`config.mk`:
```
export PLATFORM = sky130hd
export DESIGN_NAME = greedy_coin_change_unit
export DESIGN_NICKNAME = d
export VERILOG_FILES = /design/src/gcc_pkg.sv /design/src/gcc_cell.sv /design/src/gcc_cfg.sv /design/src/greedy_coin_change_unit.sv
export SDC_FILE = /design/constraint.sdc
export NUM_CORES = 2
export LEC_CHECK = 0
export ABC_AREA = 1
export BUFFER_PORTS_ARGS = -buffer_cell sky130_fd_sc_hd__buf_2
export CORE_UTILIZATION = 45
export CTS_BUF_LIST = sky130_fd_sc_hd__clkbuf_16
export CTS_CLUSTER_SIZE = 40
export DETAILED_ROUTE_END_ITERATION = 10
export SYNTH_ARGS = -nofsm -noshare
export SYNTH_HDL_FRONTEND = slang
export SYNTH_SLANG_ARGS = --single-unit
```
`constraint.sdc`:
```
create_clock -name clk -period 3.7 [get_ports clk]
set_input_delay 0.185 -clock clk [delete_from_list [all_inputs] [get_ports clk]]
set_output_delay 0.185 -clock clk [all_outputs]
set_load 0.01 [all_outputs]
```
`src/gcc_pkg.sv`:
```
`default_nettype none

package gcc_pkg;

  // Sizes of the block
  localparam int MAX_COIN_TYPES = 7;
  localparam int AMOUNT_W       = 14;
  localparam int TYPE_W         = 3;
  localparam int STATUS_W       = 2;
  localparam int ADDR_W         = 5;
  localparam int DATA_W         = 32;

  // One quotient bit per divider step
  localparam int DIV_STEPS = AMOUNT_W;
  localparam int STEP_W    = $clog2(DIV_STEPS);

  typedef logic [AMOUNT_W-1:0] amount_t;
  typedef logic [TYPE_W-1:0]   type_t;
  typedef logic [MAX_COIN_TYPES-1:0][AMOUNT_W-1:0] denom_arr_t;

  localparam amount_t AMOUNT_LIMIT = 14'd10000;

  // Register map (index = paddr / 4)
  localparam type_t REG_NUM_TYPES  = 3'd0;
  localparam type_t REG_DENOM_BASE = 3'd1;

  localparam type_t      NUM_TYPES_RESET = 3'd7;
  localparam denom_arr_t DENOM_RESET     = {14'd100, 14'd50, 14'd20, 14'd10,
                                            14'd5, 14'd2, 14'd1};

  typedef enum logic [STATUS_W-1:0] {
    STATUS_OK    = 2'd0,
    STATUS_ZERO  = 2'd1,
    STATUS_RANGE = 2'd2
  } status_t;

  // Token that walks down the cell chain
  typedef struct packed {
    logic    vld;
    logic    done;   // split already ended above this cell
    logic    extra;  // one more smallest coin owed
    amount_t rem;
  } tok_t;

  // Static setup of one cell
  typedef struct packed {
    amount_t denom;
    amount_t denom0;
    logic    in_use;
    logic    bottom;
  } cell_cfg_t;

  typedef enum logic [1:0] {
    CELL_IDLE,
    CELL_DIV,
    CELL_FIN
  } cell_state_t;

  typedef enum logic [1:0] {
    TOP_IDLE,
    TOP_RUN,
    TOP_EMIT
  } top_state_t;

endpackage

`default_nettype wire

```
`src/gcc_cell.sv`:
```
`default_nettype none

module gcc_cell (
  input  logic               clk,
  input  logic               rst,
  input  gcc_pkg::cell_cfg_t cfg,
  input  gcc_pkg::tok_t      tok_in,
  output gcc_pkg::tok_t      tok_out,
  output gcc_pkg::amount_t   count
);

  localparam int AW = gcc_pkg::AMOUNT_W;
  localparam logic [gcc_pkg::STEP_W-1:0] LAST_STEP = gcc_pkg::STEP_W'(gcc_pkg::DIV_STEPS - 1);

  gcc_pkg::cell_state_t state, state_next;
  gcc_pkg::tok_t        tok_next;
  gcc_pkg::amount_t     count_next;

  gcc_pkg::amount_t            acc;
  gcc_pkg::amount_t            quo;
  logic [gcc_pkg::STEP_W-1:0]  step;
  logic                        mode_ge;

  logic             under, skip, start, ge;
  gcc_pkg::amount_t num;
  logic [AW:0]      trial;
  logic             fits;
  gcc_pkg::amount_t acc_step, quo_step, rem_v, quo_inc;

  // Classify the arriving token
  assign under = !tok_in.done && cfg.in_use &&
                 ((tok_in.rem < cfg.denom0) || (cfg.denom == '0 && cfg.bottom));
  assign skip  = tok_in.done || !cfg.in_use || (!under && cfg.denom == '0);
  assign start = tok_in.vld && !under && !skip;
  assign ge    = cfg.denom >= cfg.denom0;
  assign num   = ge ? tok_in.rem - AW'(1) : tok_in.rem - cfg.denom0;

  // One restoring divide step
  assign trial    = {acc, quo[AW-1]};
  assign fits     = trial >= {1'b0, cfg.denom};
  assign acc_step = fits ? AW'(trial - {1'b0, cfg.denom}) : trial[AW-1:0];
  assign quo_step = {quo[AW-2:0], fits};

  assign rem_v   = acc + AW'(1);
  assign quo_inc = quo + AW'(1);

  // Next state
  always_comb begin
    state_next = state;
    unique case (state)
      gcc_pkg::CELL_IDLE: if (start) state_next = gcc_pkg::CELL_DIV;
      gcc_pkg::CELL_DIV:  if (step == LAST_STEP) state_next = gcc_pkg::CELL_FIN;
      gcc_pkg::CELL_FIN:  state_next = gcc_pkg::CELL_IDLE;
      default:            state_next = gcc_pkg::CELL_IDLE;
    endcase
  end

  // Token and count handed on
  always_comb begin
    tok_next   = '0;
    count_next = count;
    unique case (state)
      gcc_pkg::CELL_IDLE: begin
        if (tok_in.vld && skip) begin
          tok_next   = tok_in;
          count_next = '0;
        end else if (tok_in.vld && under) begin
          tok_next       = tok_in;
          tok_next.done  = 1'b1;
          tok_next.extra = 1'b1;
          count_next     = '0;
        end
      end
      gcc_pkg::CELL_FIN: begin
        tok_next.vld = 1'b1;
        tok_next.rem = rem_v;
        if (mode_ge) begin
          if (rem_v < cfg.denom0) begin
            count_next     = quo;
            tok_next.done  = 1'b1;
            tok_next.extra = 1'b1;
          end else if (rem_v == cfg.denom) begin
            count_next    = quo_inc;
            tok_next.done = 1'b1;
          end else begin
            count_next = quo;
          end
        end else begin
          // coin below the smallest one: run out to the smallest and round up
          count_next     = quo_inc;
          tok_next.done  = 1'b1;
          tok_next.extra = 1'b1;
        end
      end
      default: ;
    endcase
  end

  // Control registers
  always_ff @(posedge clk) begin
    if (rst) begin
      state   <= gcc_pkg::CELL_IDLE;
      tok_out <= '0;
    end else begin
      state   <= state_next;
      tok_out <= tok_next;
    end
  end

  // Divider datapath and count
  always_ff @(posedge clk) begin
    count <= count_next;
    if (state == gcc_pkg::CELL_IDLE && start) begin
      acc     <= '0;
      quo     <= num;
      step    <= '0;
      mode_ge <= ge;
    end else if (state == gcc_pkg::CELL_DIV) begin
      acc  <= acc_step;
      quo  <= quo_step;
      step <= step + gcc_pkg::STEP_W'(1);
    end
  end

endmodule

`default_nettype wire

```
`src/gcc_cfg.sv`:
```
`default_nettype none

module gcc_cfg (
  input  logic                        clk,
  input  logic                        rst,
  input  logic                        psel,
  input  logic                        penable,
  input  logic                        pwrite,
  input  logic [gcc_pkg::ADDR_W-1:0]  paddr,
  input  logic [gcc_pkg::DATA_W-1:0]  pwdata,
  output logic [gcc_pkg::DATA_W-1:0]  prdata,
  output gcc_pkg::type_t              num_types,
  output gcc_pkg::denom_arr_t         denom
);

  gcc_pkg::type_t idx;
  gcc_pkg::type_t didx;
  logic           wr;

  assign idx  = paddr[gcc_pkg::ADDR_W-1:2];
  assign didx = idx - gcc_pkg::REG_DENOM_BASE;
  assign wr   = psel && penable && pwrite;

  // Register writes
  always_ff @(posedge clk) begin
    if (rst) begin
      num_types <= gcc_pkg::NUM_TYPES_RESET;
      denom     <= gcc_pkg::DENOM_RESET;
    end else if (wr) begin
      if (idx == gcc_pkg::REG_NUM_TYPES) begin
        num_types <= pwdata[gcc_pkg::TYPE_W-1:0];
      end else begin
        denom[didx] <= pwdata[gcc_pkg::AMOUNT_W-1:0];
      end
    end
  end

  // Read back
  always_comb begin
    if (idx == gcc_pkg::REG_NUM_TYPES) begin
      prdata = gcc_pkg::DATA_W'(num_types);
    end else begin
      prdata = gcc_pkg::DATA_W'(denom[didx]);
    end
  end

endmodule

`default_nettype wire

```
`src/greedy_coin_change_unit.sv`:
```
`default_nettype none

// Greedy coin splitter.
// Input channel (in_valid/in_stall, amount): one amount per beat. Output
// channel (out_valid/out_stall): one beat per coin type in use, smallest
// coin first, with coin_type, coin_count, status and last; last marks the
// final beat of an amount. A zero amount or one above 10000 gives a single
// beat with status set and a zero count.
// The amount walks down a row of seven cells, largest coin at the top. A
// cell not in use, or reached after the split has ended, hands the amount
// on in the next cycle; a cell that divides captures the amount, works
// out 14 quotient bits, then finishes. Once the split is done, the beats
// are registered one per cycle while the receiver takes them.
// A new amount is taken only once all beats of the previous one have been
// loaded into the output register.
// Registers sit on an APB-style port at byte address 4*i: num_types, then
// denom_0..denom_6. Write them only while the block is idle. Reset restores
// the default coin set (1, 2, 5, 10, 20, 50, 100, seven types in use) and
// empties the cell row. While out_stall is high the output beat holds and
// the remaining beats wait.

module greedy_coin_change_unit (
  input  logic                        clk,
  input  logic                        rst,
  input  logic                        in_valid,
  output logic                        in_stall,
  input  logic [gcc_pkg::AMOUNT_W-1:0] amount,
  output logic                        out_valid,
  input  logic                        out_stall,
  output logic [gcc_pkg::TYPE_W-1:0]   coin_type,
  output logic [gcc_pkg::AMOUNT_W-1:0] coin_count,
  output logic [gcc_pkg::STATUS_W-1:0] status,
  output logic                        last,
  input  logic                        psel,
  input  logic                        penable,
  input  logic                        pwrite,
  input  logic [gcc_pkg::ADDR_W-1:0]   paddr,
  input  logic [gcc_pkg::DATA_W-1:0]   pwdata,
  output logic [gcc_pkg::DATA_W-1:0]   prdata,
  output logic                        pready
);

  localparam int NT = gcc_pkg::MAX_COIN_TYPES;
  localparam int AW = gcc_pkg::AMOUNT_W;
  localparam int TW = gcc_pkg::TYPE_W;

  gcc_pkg::type_t      num_types;
  gcc_pkg::denom_arr_t denom;
  gcc_pkg::type_t      n_eff;
  gcc_pkg::type_t      top_idx;

  gcc_pkg::top_state_t state, state_next;
  gcc_pkg::tok_t       chain_tok [0:NT];
  gcc_pkg::amount_t    cnt       [0:NT-1];
  logic [NT-1:0]       cell_vld;

  gcc_pkg::status_t err_status;
  logic             is_err;
  logic             extra0;
  gcc_pkg::type_t   idx;

  logic             accept, amount_ok, load_out, emit_last;
  gcc_pkg::amount_t beat_count;

  assign pready = 1'b1;

  gcc_cfg u_cfg (
    .clk       (clk),
    .rst       (rst),
    .psel      (psel),
    .penable   (penable),
    .pwrite    (pwrite),
    .paddr     (paddr),
    .pwdata    (pwdata),
    .prdata    (prdata),
    .num_types (num_types),
    .denom     (denom)
  );

  // Clamp the number of coin types
  always_comb begin
    if (num_types == '0) begin
      n_eff = TW'(1);
    end else if (num_types > TW'(NT)) begin
      n_eff = TW'(NT);
    end else begin
      n_eff = num_types;
    end
  end
  assign top_idx = n_eff - TW'(1);

  assign accept    = in_valid && !in_stall;
  assign amount_ok = (amount != '0) && (amount <= gcc_pkg::AMOUNT_LIMIT);

  // Inject the amount at the top of the row
  assign chain_tok[NT] = '{vld: accept && amount_ok, done: 1'b0, extra: 1'b0, rem: amount};

  // Row of cells, largest coin at the top
  for (genvar k = 0; k < NT; k++) begin : g_cell
    gcc_pkg::cell_cfg_t ccfg;
    always_comb begin
      ccfg.denom  = denom[k];
      ccfg.denom0 = denom[0];
      ccfg.in_use = TW'(k) < n_eff;
      ccfg.bottom = (k == 0);
    end
    gcc_cell u_cell (
      .clk     (clk),
      .rst     (rst),
      .cfg     (ccfg),
      .tok_in  (chain_tok[k+1]),
      .tok_out (chain_tok[k]),
      .count   (cnt[k])
    );
    assign cell_vld[k] = chain_tok[k].vld;
  end

  // Next state
  always_comb begin
    state_next = state;
    unique case (state)
      gcc_pkg::TOP_IDLE: begin
        if (accept) state_next = amount_ok ? gcc_pkg::TOP_RUN : gcc_pkg::TOP_EMIT;
      end
      gcc_pkg::TOP_RUN: if (chain_tok[0].vld) state_next = gcc_pkg::TOP_EMIT;
      gcc_pkg::TOP_EMIT: if (load_out && emit_last) state_next = gcc_pkg::TOP_IDLE;
      default: state_next = gcc_pkg::TOP_IDLE;
    endcase
  end

  // Handshake and beat selection
  always_comb begin
    in_stall   = (state != gcc_pkg::TOP_IDLE);
    load_out   = (state == gcc_pkg::TOP_EMIT) && (!out_valid || !out_stall);
    emit_last  = is_err || (idx == top_idx);
    if (is_err) begin
      beat_count = '0;
    end else if (idx == '0) begin
      beat_count = cnt[0] + AW'(extra0);
    end else begin
      beat_count = cnt[idx];
    end
  end

  // Control registers
  always_ff @(posedge clk) begin
    if (rst) begin
      state     <= gcc_pkg::TOP_IDLE;
      out_valid <= 1'b0;
    end else begin
      state <= state_next;
      if (load_out) begin
        out_valid <= 1'b1;
      end else if (!out_stall) begin
        out_valid <= 1'b0;
      end
    end
  end

  // Item bookkeeping and output beat
  always_ff @(posedge clk) begin
    if (accept) begin
      idx    <= '0;
      is_err <= !amount_ok;
      if (amount == '0) begin
        err_status <= gcc_pkg::STATUS_ZERO;
      end else if (!amount_ok) begin
        err_status <= gcc_pkg::STATUS_RANGE;
      end else begin
        err_status <= gcc_pkg::STATUS_OK;
      end
    end
    if (state == gcc_pkg::TOP_RUN && chain_tok[0].vld) begin
      extra0 <= chain_tok[0].extra;
    end
    if (load_out) begin
      coin_type  <= is_err ? '0 : idx;
      coin_count <= beat_count;
      status     <= err_status;
      last       <= emit_last;
      idx        <= idx + TW'(1);
    end
  end

  // Only one amount is ever in the row
  a_one_token: assert property (@(posedge clk) disable iff (rst) $onehot0(cell_vld))
    else $error("more than one token in the cell row");

  // Row is empty whenever the block waits for an amount
  a_idle_empty: assert property (@(posedge clk) disable iff (rst)
    state == gcc_pkg::TOP_IDLE |-> cell_vld == '0)
    else $error("token in the cell row while idle");

  // Split finishes only while running
  a_done_in_run: assert property (@(posedge clk) disable iff (rst)
    chain_tok[0].vld |-> state == gcc_pkg::TOP_RUN)
    else $error("split finished outside of run");

  // An accepted amount always leaves idle
  a_accept_busy: assert property (@(posedge clk) disable iff (rst)
    in_valid && !in_stall |=> state != gcc_pkg::TOP_IDLE)
    else $error("accepted amount did not start");

endmodule

`default_nettype wire

```
* Word-level counts from Yosys, hierarchy flattened *
Index checks and enable logic that the tools add are counted.

word-level totals
  output and inout port bits = 55
  input port bits = 58
  register bits = 578

cells by class
  equality and inequality tests = 56
  magnitude comparators = 40
  bitwise gates (word level) = 2
  add/subtract/negate cells = 46
  reductions and logical operators = 164
  mux-type cells = 162

operators with widths
  cell                   count
  $mux 14                69
  $mux 17                14
  $pmux 17 s2            7
  $add 14x1->14 const B  14
  $lt 14x14->1           14
  $pmux 14 s2            7
  $sub 14x14->14         14
  $logic_not 14->1       8
  $ge 15x14->1           7
  $bwmux 98              1
  $eq 14x14->1           7
  $ge 14x14->1           7
  $sub 14x1->14 const B  7
  $bmux 14 s3            2
  $logic_and 1x1->1      64
  $mux 2                 26
  $demux 14 s3           1
  $ne 2x1->1 const B     16
  $reduce_and 2->1       16
  $reduce_bool 2->1      16
  $logic_not 1->1        31
  $add 4x1->4 const B    7
  $eq 4x4->1 const B     7
  $pmux 2 s2             7
  other kinds (26)       101

* Depth between registers and ports, before layout *
  depth after elaboration = 13
  depth in mapped cells = 19
  gate-level depth less buffers = 19

* Modules after synthesis *
A second synthesis with hierarchy kept.

unflattened totals
  cell total of the unflattened synthesis = 7264
  area total of the unflattened synthesis = 49075.8 um^2

modules (own cells, without submodules)
  module                            instances  area each (um^2)  cells an instance
  gcc_cell at g_cell[1].u_cell ...  3          5865.6            859
  gcc_cell at g_cell[3].u_cell      1          5921.9            849
  gcc_cell at g_cell[2].u_cell      1          5914.4            864
  gcc_cell at g_cell[6].u_cell      1          5881.9            865
  gcc_cell at g_cell[0].u_cell      1          5814.3            843
  gcc_cfg                           1          5290.1            857
  greedy_coin_change_unit           1          2656.3            409

* Least setup slack after synthesis *
OpenSTA, ideal clock, no wires.

  path type = reg2reg
  from = reg g_cell[0].u_cell.acc[0]
  to = reg g_cell[0].u_cell.count[11], data pin
  setup time = 0.269 ns
  path slack = 0.630 ns
  clock period less this slack = 3.070 ns
  cell stages (with the launch flop) = 18
  arrival time = 2.801 ns
  buffers on the path = 1
  cell sequence = dfxtp_1 ha_1 nand3_1 nor2_1 nand3_1 nor3_1 nand3_1 xor2_1 ha_1 nand2_1 nor2_1 nand2_1 o211a_1 nand2_1 nand2_1 clkbuf_1 o21ai_0 nor3b_1

on the way
  longest elaborated chain between the ends = 6
  elaborated cells on any way between the ends = 7

ends and longest elaborated chain
  element                                                               line             source
  start, declared                                                       gcc_cell.sv:19   gcc_pkg::amount_t acc;
  start signal, assigned                                                gcc_cell.sv:119  acc <= acc_step;
  $add 14x1->14 (*)                                                     gcc_cell.sv:44   assign rem_v = acc + AW'(1);
  parallel branches: the longest is 2 deep, another holds $lt 14x14->1  -
  $mux 14 (*)                                                           gcc_cell.sv:78   if (rem_v < cfg.denom0) begin
  $mux 14 (*)                                                           gcc_cell.sv:77   if (mode_ge) begin
  $pmux 14 s2 (*)                                                       gcc_cell.sv:62   unique case (state)
  end signal, assigned                                                  gcc_cell.sv:112  count <= count_next;
  end, declared                                                         gcc_cell.sv:9    output gcc_pkg::amount_t count

Every way passes the cells marked *.
A chain may end at the register's enable or synchronous reset.

* Worst setup path in the final report *
  from = in paddr[2] (netlist name)
  to = out prdata[13] (netlist name)

on the way
  longest elaborated chain between the ends = 4
  elaborated cells on any way between the ends = 5

ends and longest elaborated chain
  element                        line                           source
  start, declared                greedy_coin_change_unit.sv:37  input logic [gcc_pkg::ADDR_W-1:0] paddr,
  $sub 3x1->3                    gcc_cfg.sv:21                  assign didx = idx - gcc_pkg::REG_DENOM_BASE;
  $bmux 14 s3                    gcc_cfg.sv:43                  prdata = gcc_pkg::DATA_W'(denom[didx]);
  $mux 14 (not written as such)  gcc_cfg.sv:43
  $mux 14 (*)                    gcc_cfg.sv:40                  if (idx == gcc_pkg::REG_NUM_TYPES) begin
  end, declared                  greedy_coin_change_unit.sv:39  output logic [gcc_pkg::DATA_W-1:0] prdata,

Every way passes the cells marked *; elsewhere a longest branch is shown, timed or not. The select of a mux whose other input is x is not followed.

==> results by group <==
Global route
  – GR Util All Layers: 31.9%
  – First-pass GRT wire length: 244000 um
  – Grt ovf: 0
  – Largest net degree at the start of global routing: 96
  – Antenna violations before repair: 7
  – Number of global-route vias before repair: 40500

Place
  – I/O Buffers: 73
  – Gp weighted congestion: 0.995
  – Dpl hpwl: 129000 um

Critical path
  – FF-to-FF End: g_cell[5].u_cell.quo[12]
  – Worst Setup Path Type: primary input to output port
  – Internal reg-to-reg setup slack: 0.29 ns
  – Startpoint Class: primary input
  – Crit. End Element: output port
  – Worst r2r src: u_cfg.denom[8]
  – Worst-path maximum fanout: 12
  – Crit path DAT: 3.27 ns
  – FF-to-FF path depth: 15
  – WP data required: 3.51 ns

Clocking
  – Clock Latency Late Sink: 0.66 ns
  – Num CTS Buffers: 73
  – CTS clk-pin slew, worst paths: 0.06 ns
  – CTS tree: yes
  – Clock sink total: 577
  – Setup bufs post-CTS: 0
  – Clock Path Buffers: 3
  – Htree depth: 3
  – Root Driver: clkbuf_16

Logic synthesis
  – Synthesized area: 44700 um^2
  – Synth Area per Inst: 7.06 um^2
  – EDFF count, synth: 229
  – Register bit total from synthesis: 577
  – Ys flop type: dfxtp_1
  – Post-Syn Instances: 6332
  – Count of cell types in the netlist: 58
  – Register area share after synthesis: 31.0%
  – Async S/R FF share, synth: 0%
  – Yosys warns: 0

Detailed routing
  – 1st-iter DRT viols: 4150
  – Post-route ant nets: 0
  – Vias/cell: 5.66
  – Routed len/inst: 21.0 um
  – # DRC: 0
  – Pre-antenna DRT Iters: 8
  – Routed WL: 164000 um
  – Via Count: 44100

Pwr
  – Total power: 21.4 mW
  – Leak: 21.9 nW
  – Power Dens Cells: 433 nW/um^2
  – Worst vdd rail ir drop: 0.549 mV

Timing
  – Total Neg Setup Slack: 0 ns
  – Max Fclk: 289 MHz
  – Slew HR: 35.2%
  – Final Cycle Share: 93.4%
  – Least-Margin Pin Slew: 0.971 ns
  – Final Max Tran Viols: 0
  – Final setup viols: 0
  – Post-route minimum period: 3.45 ns
  – Unrepaired setup endpoints after global routing: false
  – Hold Violations, Final: 0
  – Clk_skew: 0.0249 ns

Die
  – FP Rows: 115
  – Die span in y: 317 um
  – CORE AREA: 98400 um^2
  – Starting density of the core: 45.4%
  – Die Area: 101000 um^2
  – Chip Width: 317 um
  – I/O Pins: 113

Layout
  – Area grow syn2layout: 10.5%
  – Commonest non-fill, non-tap cells in the layout: nand2_1, a21oi_1, inv_1
  – Final core occ: 50.2%
  – Most common cell after layout, fill and taps aside: nand2_1
  – Share of layout cells above drive strength 1: 6.19%
  – # nets final: 6930

Worst hold path
  – Hold path cells: 3
  – Hold path start: pwdata[1]
  – Hold Path Class: primary input to flip-flop
  – WHS Endpoint: u_cfg.denom[43]

Flow run
  – Max Cap Violations: 0

Run status
  – Outcome: finished clean
==> layer usage <==
metal	track usage [%]	part of all wire (%)	wire (um)	vias up
li1	-	-	-	21800
met1	40.7	42	69000	20400
met2	51.8	45	74500	1459
met3	6.00	7.1	11700	427
met4	15.0	5.2	8450	16
met5	0	0.071	116	-
==> synthesized netlist by cell type (all sizes together), types with 11 or more instances <==
master  number  area share (%)
fa          13            0.58
o21ai      651             7.3
nand2     1312              11
a21oi      712             8.0
o22ai       45            0.63
o211ai      35            0.59
inv        693             5.8
edfxtp     229              15
buf         69             1.0
o31ai       12            0.20
nor4        16            0.22
clkbuf     112            0.94
dfxtp      348              16
or2         15            0.21
a21o        11            0.18
xnor2       94             1.8
a31oi       22            0.31
xor2       166             3.3
nand4      102             1.5
nor2       568             5.0
nand3b      25            0.42
nor3       111             1.3
nand3      463             5.2
ha         413              12
==> stage by stage <==
stage | hold WS (ns) | std cells | setup WS [ns] | instance area [um^2]
2_1_floorplan | 0.311 | 6349 | 0.630 | 44800
3_3_place_gp | 0.398 | 7642 | 0.403 | 46800
3_5_place_dp | 0.390 | 7642 | 0.368 | 46800
4_1_cts | 0.0113 | 7793 | 0.322 | 49400
5_1_grt | 0.0446 | 7794 | 0.0225 | 49400
6_report | 0.0612 | 7795 | 0.245 | 49400
==> logic make-up after synthesis <==
logic type	after synthesis	synth area share (%)
AO/OA/AOI/OAI	1550	18.3
XOR/XNOR	266	5.39
adder cells (fa/ha/maj)	426	12.1
buffers and inverters	884	7.88
flip-flops	577	31.0
other	2	0.0168
AND/OR/NAND/NOR	2627	25.3
==> sequential cells by signal (all words and copies together), names as in the netlist <==
| signal | count |
|---|---|
| g_cell.u_cell.tok_out | 104 |
| g_cell.u_cell.acc | 98 |
| g_cell.u_cell.count | 98 |
| g_cell.u_cell.quo | 98 |
| u_cfg.denom | 98 |
| g_cell.u_cell.step | 28 |
| coin_count | 14 |
| g_cell.u_cell.state | 14 |
| g_cell.u_cell.mode_ge | 6 |
| coin_type | 3 |
| idx | 3 |
| u_cfg.num_types | 3 |
| err_status | 2 |
| state | 2 |
| status | 2 |
| extra0 | 1 |
| is_err | 1 |
| last | 1 |
| out_valid | 1 |
==> critical path, cell delays in order <==
cell      delay, ns
buf_2          0.26
clkinv_1       0.35
ha_1           0.45
inv_1          0.09
nor3_1         0.44
inv_1          0.36
o22ai_1        0.43
a21oi_1        0.08
a31oi_1        0.37
buf_2          0.23
==> worst max-delay path by stage <==
stage / endpoint / depth (start not counted) / start
after global routing: g_cell[0].u_cell.count[10] / 19 / g_cell[0].u_cell.acc[0]
after detailed placement: g_cell[0].u_cell.count[10] / 17 / g_cell[0].u_cell.acc[0]
final: prdata[13] / 10 / paddr[2]
after global placement: g_cell[0].u_cell.count[2] / 16 / g_cell[0].u_cell.acc[0]
after floorplan: g_cell[0].u_cell.count[11] / 17 / g_cell[0].u_cell.acc[0]
after CTS: g_cell[0].u_cell.count[2] / 17 / g_cell[0].u_cell.acc[0]
==> what timing repair did <==
item                                    4_1_cts  5_1_grt
hold buffers                                 16        0
endpoints found under the setup margin        0        3
hold endpoints to repair                     19        0
resized for setup                             0        4
==> cell type report <==
type,instances,area [um^2]
Fill cell,9947,49000
Multi-Input combinational cell,4888,27400
Sequential cell,577,13800
Inverter,703,2640
Clock buffer,74,1850
Tap cell,1287,1610
Timing Repair Buffer,203,1440
Clock inverter,61,581
Antenna cell,2,5.00
==> where the power goes <==
group	internal (mW)	switching [mW]	leakage, nW
logic	2.23	4.19	15.7
registers	7.03	0.583	4.97
clock network	4.25	3.13	1.22
Note: power is estimated with default switching activity, not from simulation.
